`src/hw/rtl/kvi_pkg.sv`:
```
// ============================================================================
// kvi_pkg
// Types and constants shared by the keyframe vector interpolator modules.
// ============================================================================
package kvi_pkg;

  localparam int unsigned MaxKeys    = 64;
  localparam int unsigned IdxW       = 6;
  localparam int unsigned ValueWidth = 32;
  localparam int unsigned FracBits   = 16;
  localparam int unsigned CountW     = 7;
  localparam int unsigned FifoDepth  = 2;

  typedef enum logic {
    ACT_LOAD  = 1'b0,
    ACT_QUERY = 1'b1
  } action_e;

  typedef enum logic [1:0] {
    ST_INTERP = 2'd0,
    ST_CLAMP  = 2'd1,
    ST_ZERO   = 2'd2
  } status_e;

  // Interpolation engine sequencer states
  typedef enum logic [3:0] {
    S_IDLE, S_RD0, S_SRCH, S_SEG, S_SEGW, S_CHK, S_DIV, S_MUL, S_ACC, S_EMIT
  } eng_state_e;

  typedef struct packed {
    logic        action;
    logic [5:0]  key_index;
    logic [31:0] key_time;
    logic signed [31:0] key_x;
    logic signed [31:0] key_y;
    logic signed [31:0] key_z;
    logic [31:0] query_time;
  } in_item_t;

  typedef struct packed {
    logic signed [31:0] out_x;
    logic signed [31:0] out_y;
    logic signed [31:0] out_z;
    logic [5:0]  segment;
    logic [1:0]  status;
  } out_item_t;

  // Command from the front end to the interpolation engine.
  typedef struct packed {
    logic        action;
    logic [5:0]  key_index;
    logic [31:0] key_time;
    logic [95:0] key_vec;
    logic [31:0] query_time;
    logic [CountW-1:0] count;
  } cmd_t;

endpackage

```
`src/hw/rtl/kvi_front.sv`:
```
// ============================================================================
// kvi_front
// Accepts beats, clamps the key count and queues commands for the engine.
// ============================================================================
module kvi_front (
  input  logic              clk_i,
  input  logic              rst_ni,
  input  logic              push,
  output logic              full,
  input  kvi_pkg::in_item_t in_item_i,
  input  logic              cfg_we_i,
  input  logic [6:0]        cfg_wdata_i,
  output logic              cmd_valid_o,
  input  logic              cmd_ready_i,
  output kvi_pkg::cmd_t     cmd_o
);
  import kvi_pkg::*;

  logic [CountW-1:0] count_q;
  logic [CountW-1:0] eff_count;
  cmd_t              fifo_q [FifoDepth];
  logic              wr_ptr_q, rd_ptr_q;
  logic [1:0]        fill_q;
  logic              wr_en, rd_en;

  // Key count register
  always_ff @(posedge clk_i or negedge rst_ni) begin
    if (!rst_ni) begin
      count_q <= CountW'(1);
    end else if (cfg_we_i) begin
      count_q <= cfg_wdata_i;
    end
  end

  // Zero acts as one, above the table size acts as the table size
  always_comb begin
    eff_count = count_q;
    if (count_q == '0) eff_count = CountW'(1);
    if (count_q > CountW'(MaxKeys)) eff_count = CountW'(MaxKeys);
  end

  assign full        = (fill_q == 2'(FifoDepth));
  assign wr_en       = push && !full;
  assign cmd_valid_o = (fill_q != '0);
  assign rd_en       = cmd_valid_o && cmd_ready_i;
  assign cmd_o       = fifo_q[rd_ptr_q];

  // Command queue payload
  always_ff @(posedge clk_i) begin
    if (wr_en) begin
      fifo_q[wr_ptr_q] <= '{action: in_item_i.action, key_index: in_item_i.key_index,
                            key_time: in_item_i.key_time,
                            key_vec: {in_item_i.key_x, in_item_i.key_y, in_item_i.key_z},
                            query_time: in_item_i.query_time, count: eff_count};
    end
  end

  // Command queue pointers
  always_ff @(posedge clk_i or negedge rst_ni) begin
    if (!rst_ni) begin
      wr_ptr_q <= 1'b0;
      rd_ptr_q <= 1'b0;
      fill_q   <= '0;
    end else begin
      if (wr_en) wr_ptr_q <= ~wr_ptr_q;
      if (rd_en) rd_ptr_q <= ~rd_ptr_q;
      fill_q <= fill_q + 2'(wr_en) - 2'(rd_en);
    end
  end

endmodule

```
`config.mk`:
```
export PLATFORM = sky130hd
export DESIGN_NAME = kvi_front
export DESIGN_NICKNAME = d
export VERILOG_FILES = /design/src/hw/rtl/kvi_pkg.sv /design/src/hw/rtl/kvi_front.sv
export SDC_FILE = /design/constraint.sdc
export NUM_CORES = 1
export LEC_CHECK = 0
export ABC_AREA = 1
export ABC_CLOCK_PERIOD_IN_PS = 8500
export BUFFER_PORTS_ARGS = -buffer_cell sky130_fd_sc_hd__buf_2
export CAP_MARGIN = 20
export CELL_PAD_IN_SITES_DETAIL_PLACEMENT = 1
export CELL_PAD_IN_SITES_GLOBAL_PLACEMENT = 1
export CORE_MARGIN = 5
export CORE_UTILIZATION = 38
export CTS_CLUSTER_DIAMETER = 40
export CTS_CLUSTER_SIZE = 30
export DETAILED_ROUTE_END_ITERATION = 8
export PLACE_DENSITY_LB_ADDON = 0.08
export SLEW_MARGIN = 20
export SYNTH_ARGS = -nofsm -noshare
export SYNTH_HDL_FRONTEND = slang
export SYNTH_SLANG_ARGS = --single-unit
```
`constraint.sdc`:
```
create_clock -name clk_i -period 8.5 [get_ports clk_i]
set_clock_uncertainty 0.2 [all_clocks]
set_input_delay 2.55 -clock clk_i [delete_from_list [all_inputs] [get_ports clk_i]]
set_output_delay 2.55 -clock clk_i [all_outputs]
set_load 0.02 [all_outputs]
```
==> results.py, run 1 <==
metrics = {
    "outcome": {
        "status": "finished clean",
    },
    "die": {
        "fp-row-count": 68,
        "die_w_um": 196,
        "initial_core_util_pct": 38.2,
        "die_area_um2": 38400,
        "io_pins": 355,
        "die_h_um": 196,
        "core_um2": 34400,
    },
    "placed_design": {
        "placed_cell_area_um2": 15400,
        "numPortBuffers": 354,
        "routabilityCongestion": 0.738,
        "dp_cells": 1752,
        "post-dp-hpwl_um": 22200,
    },
    "worst_setup_path": {
        "reg2reg_slack_ps": 5730,
        "worstPathArrival_ps": 3190,
        "reg2reg_from": "fill_q[1]$_DFF_PN0_",
        "cp-start-kind": "register",
        "endpoint_kind": "primary output",
        "worstPathCellList": "buf_4 -> buf_4 -> nand2_1 -> nand2_1 -> buf_2",
        "required_ps": 5750,
        "cp_max_fo": 85,
        "cp.buffers_inverters": 3,
        "r2r_end": "fifo_q[0][73]$_DFFE_PP_",
        "crit_family": "buffers and inverters",
        "cp.depth": 5,
        "worst-r2r-cell-count": 4,
        "worstSetupStartpoint": "rd_ptr_q$_DFFE_PN0P_",
        "max_stage_delay_ps": 820,
        "slowest_stage": "buf_4",
        "worstSetupPathType": "register to primary output",
        "worstSetupEndpoint": "cmd_o[84]",
    },
    "clock_tree": {
        "clk_path_buf_depth": 3,
        "cts-root-buf": "clkbuf_16",
        "tritoncts": "built",
        "cts-htree-levels": 2,
        "cts.sinks": 359,
        "cts_resized": 0,
        "cts_hold_buffers": 0,
        "post_cts_buffers": 0,
        "clk_latency_ps": 540,
        "clk_pin_slew_worst_paths_ps": 60,
        "numCtsBuffers": 50,
    },
    "cells_and_area": {
        "seqCellArea_um2": 10700,
        "final_layout_size_suffix_gt1_share_pct": 32.7,
        "final_nets": 1530,
        "multi_input_area_um2": 2180,
        "synthToLayoutAreaGrowth_pct": 30.3,
        "fillCellCount": 3655,
        "fin_cells": 1853,
        "final_area_um2": 17100,
    },
    "logic_synthesis": {
        "async_reset_ff_share_pct": 3.06,
        "synth_area_leaders": "edfxtp_1 (79%), nand2_1 (15%), dfrtp_1 (1.9%), buf_2 (1.3%), inv_1 (0.37%)",
        "syn-mean-instance-area_um2": 13.5,
        "synth_top_area_share_pct": 79.5,
        "netlist_instances": 975,
        "synth-seq-area-share_pct": 81.6,
        "ys_seq_elements": 359,
        "yosys-top-cells-count": "nand2_1 (535), edfxtp_1 (348), buf_2 (35)",
        "syn_area_um2": 13100,
        "yosys_warnings": 0,
        "synth_flop_cell": "edfxtp_1",
        "synth_most_common_cell": "nand2_1",
        "syn_nets": 1156,
        "synth_edf_count": 348,
        "synth_area_leader_cell": "edfxtp_1",
        "synth_cell_types": 17,
    },
    "worst_hold_path": {
        "hp-class": "register to register",
    },
    "pwr": {
        "ir_drop_mv": 0.209,
        "power_density_nw_per_um2": 396,
        "power_w": 0.00679,
        "power_leakage_nw": 7.35,
    },
    "timing": {
        "rsz0062_at_grt": "false",
        "min_period_over_period_pct": 69.9,
        "final.setup.tns_ps": 0,
        "tightest_slew_ps": 1020,
        "setup_violations": 0,
        "period_minus_slack_ps": 5940,
        "finalHoldViolations": 0,
        "maxSlewHeadroom_pct": 31.7,
        "slew_violations": 0,
        "timing.fmax_mhz": 168,
    },
    "drt": {
        "wl_per_cell_um": 18.3,
        "drtAntennaViolNets": 0,
        "num_vias": 8537,
        "drc_errors": 0,
        "drtIter0Drc": 377,
        "drt-vias-per-instance": 4.61,
        "routed_wl_um": 33800,
        "dr.pass1.iters": 5,
    },
    "global_routing": {
        "grt_max_degree": 125,
        "track_usage_pct": 17.0,
        "antenna_found_initial": 17,
        "grt_pass1_wl_um": 50700,
        "overflow": 0,
        "first_global_vias": 9005,
    },
    "run": {
        "maxCapViolCount": 0,
    },
}
-- worst min-delay path: stages, from the launching register on --
cell,delay (ps)
dfrtp_1,350
nand2_1,60
nand2_1,60
-- report_power, final --
part	switching (W)	internal [W]	total [W]
Sequential	0.000102	0.00241	0.00251
Combinational	0.00164	0.000566	0.00220
Clock	0.000776	0.00130	0.00207
-- cells by family after synthesis --
| family | after synthesis | share of synthesized area (%) |
|---|---|---|
| adder cells (fa/ha/maj) | 2 | 0.190 |
| flip-flops | 359 | 81.6 |
| multiplexers | 1 | 0.0857 |
| buffers and inverters | 54 | 1.88 |
| AND/OR/NAND/NOR | 542 | 15.5 |
| XOR/XNOR | 3 | 0.200 |
| AO/OA/AOI/OAI | 14 | 0.552 |
-- final cells by class --
class                           instances  share of cell area (%)
Sequential cell                       359                    62.7
Multi-Input combinational cell        562                    12.7
Timing Repair Buffer                  362                    10.8
Clock buffer                           53                    7.55
Tap cell                              455                    3.32
Clock inverter                         38                    2.39
Inverter                               14                   0.365
Antenna cell                           10                   0.146
-- how the worst min path moves through the flow --
stage | slack, ps | from | endpoint | cells after the start
6_report | 300 | wr_ptr_q$_DFFE_PN0P_ | wr_ptr_q$_DFFE_PN0P_ | 2
5_1_grt | 340 | count_q[0]$_DFFE_PN1P_ | count_q[0]$_DFFE_PN1P_ | 2
4_1_cts | 300 | wr_ptr_q$_DFFE_PN0P_ | wr_ptr_q$_DFFE_PN0P_ | 2
3_3_place_gp | 270 | wr_ptr_q$_DFFE_PN0P_ | wr_ptr_q$_DFFE_PN0P_ | 2
3_5_place_dp | 280 | wr_ptr_q$_DFFE_PN0P_ | wr_ptr_q$_DFFE_PN0P_ | 2
2_1_floorplan | 250 | wr_ptr_q$_DFFE_PN0P_ | wr_ptr_q$_DFFE_PN0P_ | 2
-- registers in the layout (all words and copies together) (netlist names) --
signal / count
fifo_q: 348
fill_q: 2
rd_ptr_q: 1
wr_ptr_q: 1
count_q: 7
-- per-stage QoR --
stage               hold WS, ps  worst slack, ps  utilization (%)
finish                      299             2560             49.8
global placement            267             3010             44.7
detailed placement          283             3010             44.8
global route                340             2270             49.8
CTS                         300             2440             49.8
floorplan                   250              609                -
-- per-layer routing --
layer  wire length [µm]  track usage [%]
met3               2950             6.34
met1              13500             20.6
met2              16300             28.1
met4                971             5.66
met5                118                0
-- layout by cell type (no fill, tap or decap), drive strengths merged --
master / count
dfrtp: 10
xor2: 2
xnor2: 1
dfstp: 1
edfxtp: 348
buf: 362
nor2: 5
clkbuf: 53
inv: 21
bufinv: 6
clkinvlp: 8
mux2: 1
clkinv: 17
nand3: 2
a21oi: 6
diode: 10
nand2: 535
o211ai: 1
o21ai: 7
ha: 2
(Power assumes the default switching activity.)
==> inputs of run 2 (changes only) <==
--- a/config.mk
+++ b/config.mk
@@ -6,13 +6,13 @@
 export NUM_CORES = 1
 export LEC_CHECK = 0
 export ABC_AREA = 1
-export ABC_CLOCK_PERIOD_IN_PS = 8500
+export ABC_CLOCK_PERIOD_IN_PS = 6100
 export BUFFER_PORTS_ARGS = -buffer_cell sky130_fd_sc_hd__buf_2
 export CAP_MARGIN = 20
 export CELL_PAD_IN_SITES_DETAIL_PLACEMENT = 1
 export CELL_PAD_IN_SITES_GLOBAL_PLACEMENT = 1
 export CORE_MARGIN = 5
-export CORE_UTILIZATION = 38
+export CORE_UTILIZATION = 42
 export CTS_CLUSTER_DIAMETER = 40
 export CTS_CLUSTER_SIZE = 30
 export DETAILED_ROUTE_END_ITERATION = 8
==> constraint.sdc (replaced) <==
create_clock -name clk_i -period 6.1 [get_ports clk_i]
set_clock_uncertainty 0.2 [all_clocks]
set_input_delay 1.83 -clock clk_i [delete_from_list [all_inputs] [get_ports clk_i]]
set_output_delay 1.83 -clock clk_i [all_outputs]
set_load 0.02 [all_outputs]
==> run 2 against run 1 <==
  * Total power increased by 36%
  * Via count increased by 0.41%
  * Sequential power increased by 39%
  * Register-to-register slack got worse by 2200 ps
  * Flip-flop and latch count unchanged
  * Critical path type unchanged
==> results.py, run 2 (same netlist as run 1, synthesis figures left out) <==
metrics = {
    "drt": {
        "wl_per_cell_um": 18.9,
        "dr.pass1.iters": 4,
        "drtIter0Drc": 491,
        "drtAntennaViolNets": 0,
        "routed_wl_um": 33600,
        "drt-vias-per-instance": 4.81,
        "num_vias": 8572,
        "drc_errors": 0,
    },
    "cells_and_area": {
        "fillCellCount": 3194,
        "multi_input_area_um2": 2180,
        "seqCellArea_um2": 10700,
        "regMostFlops": "fifo_q",
        "final_nets": 1525,
        "mostFrequentLayoutCells": "nand2_1 (535), buf_2 (354), edfxtp_1 (348), clkbuf_16 (44), inv_1 (12)",
        "final_common_cell": "nand2_1",
        "synthToLayoutAreaGrowth_pct": 28.7,
        "final_layout_size_suffix_gt1_share_pct": 32.2,
        "fin_cells": 1782,
        "largest_reg_flops": 348,
        "largestRegisters": "fifo_q: 348 flops, count_q: 7 flops, fill_q: 2 flops",
    },
    "worst_setup_path": {
        "required_ps": 4070,
        "slowest_stage": "buf_12",
        "cp_max_fo": 174,
        "worstSetupStartpoint": "rd_ptr_q$_DFFE_PN0P_",
        "worstSetupEndpoint": "cmd_o[171]",
        "crit_family": "buffers and inverters",
        "worstPathCellList": "buf_12 -> nand2_1 -> nand2_1 -> buf_2",
        "worstSetupPathType": "register to primary output",
        "cp.depth": 4,
        "cpMostUsedCell": "nand2_1",
        "worst-r2r-cell-count": 4,
        "reg2reg_slack_ps": 3540,
        "cp.buffers_inverters": 2,
        "reg2reg_from": "fill_q[1]$_DFF_PN0_",
        "r2r_end": "fifo_q[1][96]$_DFFE_PP_",
        "cp-start-kind": "register",
        "endpoint_kind": "primary output",
        "max_stage_delay_ps": 470,
        "worstPathArrival_ps": 2190,
    },
    "timing": {
        "slew_violations": 0,
        "maxSlewHeadroom_pct": 35.9,
        "final.setup.tns_ps": 0,
        "tightest_slew_ps": 962,
        "finalHoldViolations": 0,
        "setup_violations": 0,
        "min_period_over_period_pct": 69.2,
        "period_minus_slack_ps": 4220,
        "rsz0062_at_grt": "false",
        "timing.fmax_mhz": 237,
    },
    "die": {
        "die_h_um": 187,
        "core_um2": 30700,
        "die_area_um2": 34900,
        "io_pins": 355,
        "fp-row-count": 64,
        "die_w_um": 187,
        "initial_core_util_pct": 42.7,
    },
    "global_routing": {
        "track_usage_pct": 18.6,
        "first_global_vias": 9126,
        "grt_pass1_wl_um": 51200,
        "antenna_found_initial": 13,
        "overflow": 0,
        "grt_max_degree": 175,
    },
    "placed_design": {
        "routabilityCongestion": 0.746,
        "post-dp-hpwl_um": 21800,
        "numPortBuffers": 354,
        "dp_cells": 1694,
    },
    "worst_hold_path": {
        "hp-class": "register to register",
    },
    "clock_tree": {
        "post_cts_buffers": 0,
        "clk_pin_slew_worst_paths_ps": 60,
        "cts_hold_buffers": 0,
        "clk_path_buf_depth": 3,
        "numCtsBuffers": 44,
        "cts-htree-levels": 2,
        "cts_resized": 0,
        "cts-root-buf": "clkbuf_16",
        "clk_latency_ps": 530,
        "cts.sinks": 359,
        "tritoncts": "built",
    },
    "outcome": {
        "status": "finished clean",
    },
    "pwr": {
        "ir_drop_mv": 0.318,
        "power_leakage_nw": 7.29,
        "power_density_nw_per_um2": 547,
    },
    "run": {
        "maxCapViolCount": 0,
    },
}
## run 2: cell types whose count changed in the layout (fill, tap and decap cells not counted), moves of 2 or more
| cell | before | now |
|---|---|---|
| buf_12 | 2 | 5 |
| buf_4 | 6 | 4 |
| clkbuf_1 | 1 | 3 |
| clkbuf_16 | 51 | 44 |
| clkinv_2 | 7 | 4 |
| clkinv_8 | 0 | 3 |
| clkinvlp_4 | 8 | 4 |
| diode_2 | 10 | 6 |
## run 2: layout make-up
cell class | count | area share (%)
diodes | 6 | 0.0888
clock inverters | 35 | 2.48
flip-flops and latches | 359 | 63.4
well taps | 396 | 2.93
inverters | 14 | 0.370
repair buffers | 363 | 11.2
clock buffers | 47 | 6.58
multi-input cells | 562 | 12.9
## run 2: per-layer routing
metal,track usage [%],share of wire [%],up-vias
met5,0,0.23,-
met4,4.64,1.7,14
met3,6.94,8.3,54
met2,32.4,51,269
met1,21.9,39,4181
li1,-,-,4054
## run 2: power breakdown
part / internal, W / switching (W) / total [W]
clock network: 0.00161 / 0.00106 / 0.00267
registers: 0.00336 / 0.000134 / 0.00349
logic: 0.000812 / 0.00228 / 0.00309
## run 2: worst min path at each step
stage	start	endpoint	cells after the start
floorplan	wr_ptr_q$_DFFE_PN0P_	wr_ptr_q$_DFFE_PN0P_	2
global placement	wr_ptr_q$_DFFE_PN0P_	wr_ptr_q$_DFFE_PN0P_	2
CTS	wr_ptr_q$_DFFE_PN0P_	wr_ptr_q$_DFFE_PN0P_	2
finish	wr_ptr_q$_DFFE_PN0P_	wr_ptr_q$_DFFE_PN0P_	2
global route	wr_ptr_q$_DFFE_PN0P_	wr_ptr_q$_DFFE_PN0P_	2
detailed placement	wr_ptr_q$_DFFE_PN0P_	wr_ptr_q$_DFFE_PN0P_	2
## run 2: tightest hold or removal path: cells and delay by family (launching register included)
kind             cells  cell delay [ps]
and+or+nand+nor      2              120
DFF                  1              350
## run 2: stage by stage
step | utilization [%] | worst slack [ps] | power [W] | hold WS [ps] | instance area [µm²]
after floorplan | - | 69.6 | 0.00551 | 250 | 13200
after global placement | 50.0 | 2190 | 0.00663 | 263 | 15400
after detailed placement | 50.0 | 2140 | 0.00670 | 287 | 15400
after CTS | 55.0 | 1910 | 0.00941 | 306 | 16900
after global routing | 55.0 | 1800 | 0.00976 | 324 | 16900
final | 55.0 | 1880 | 0.00925 | 307 | 16900
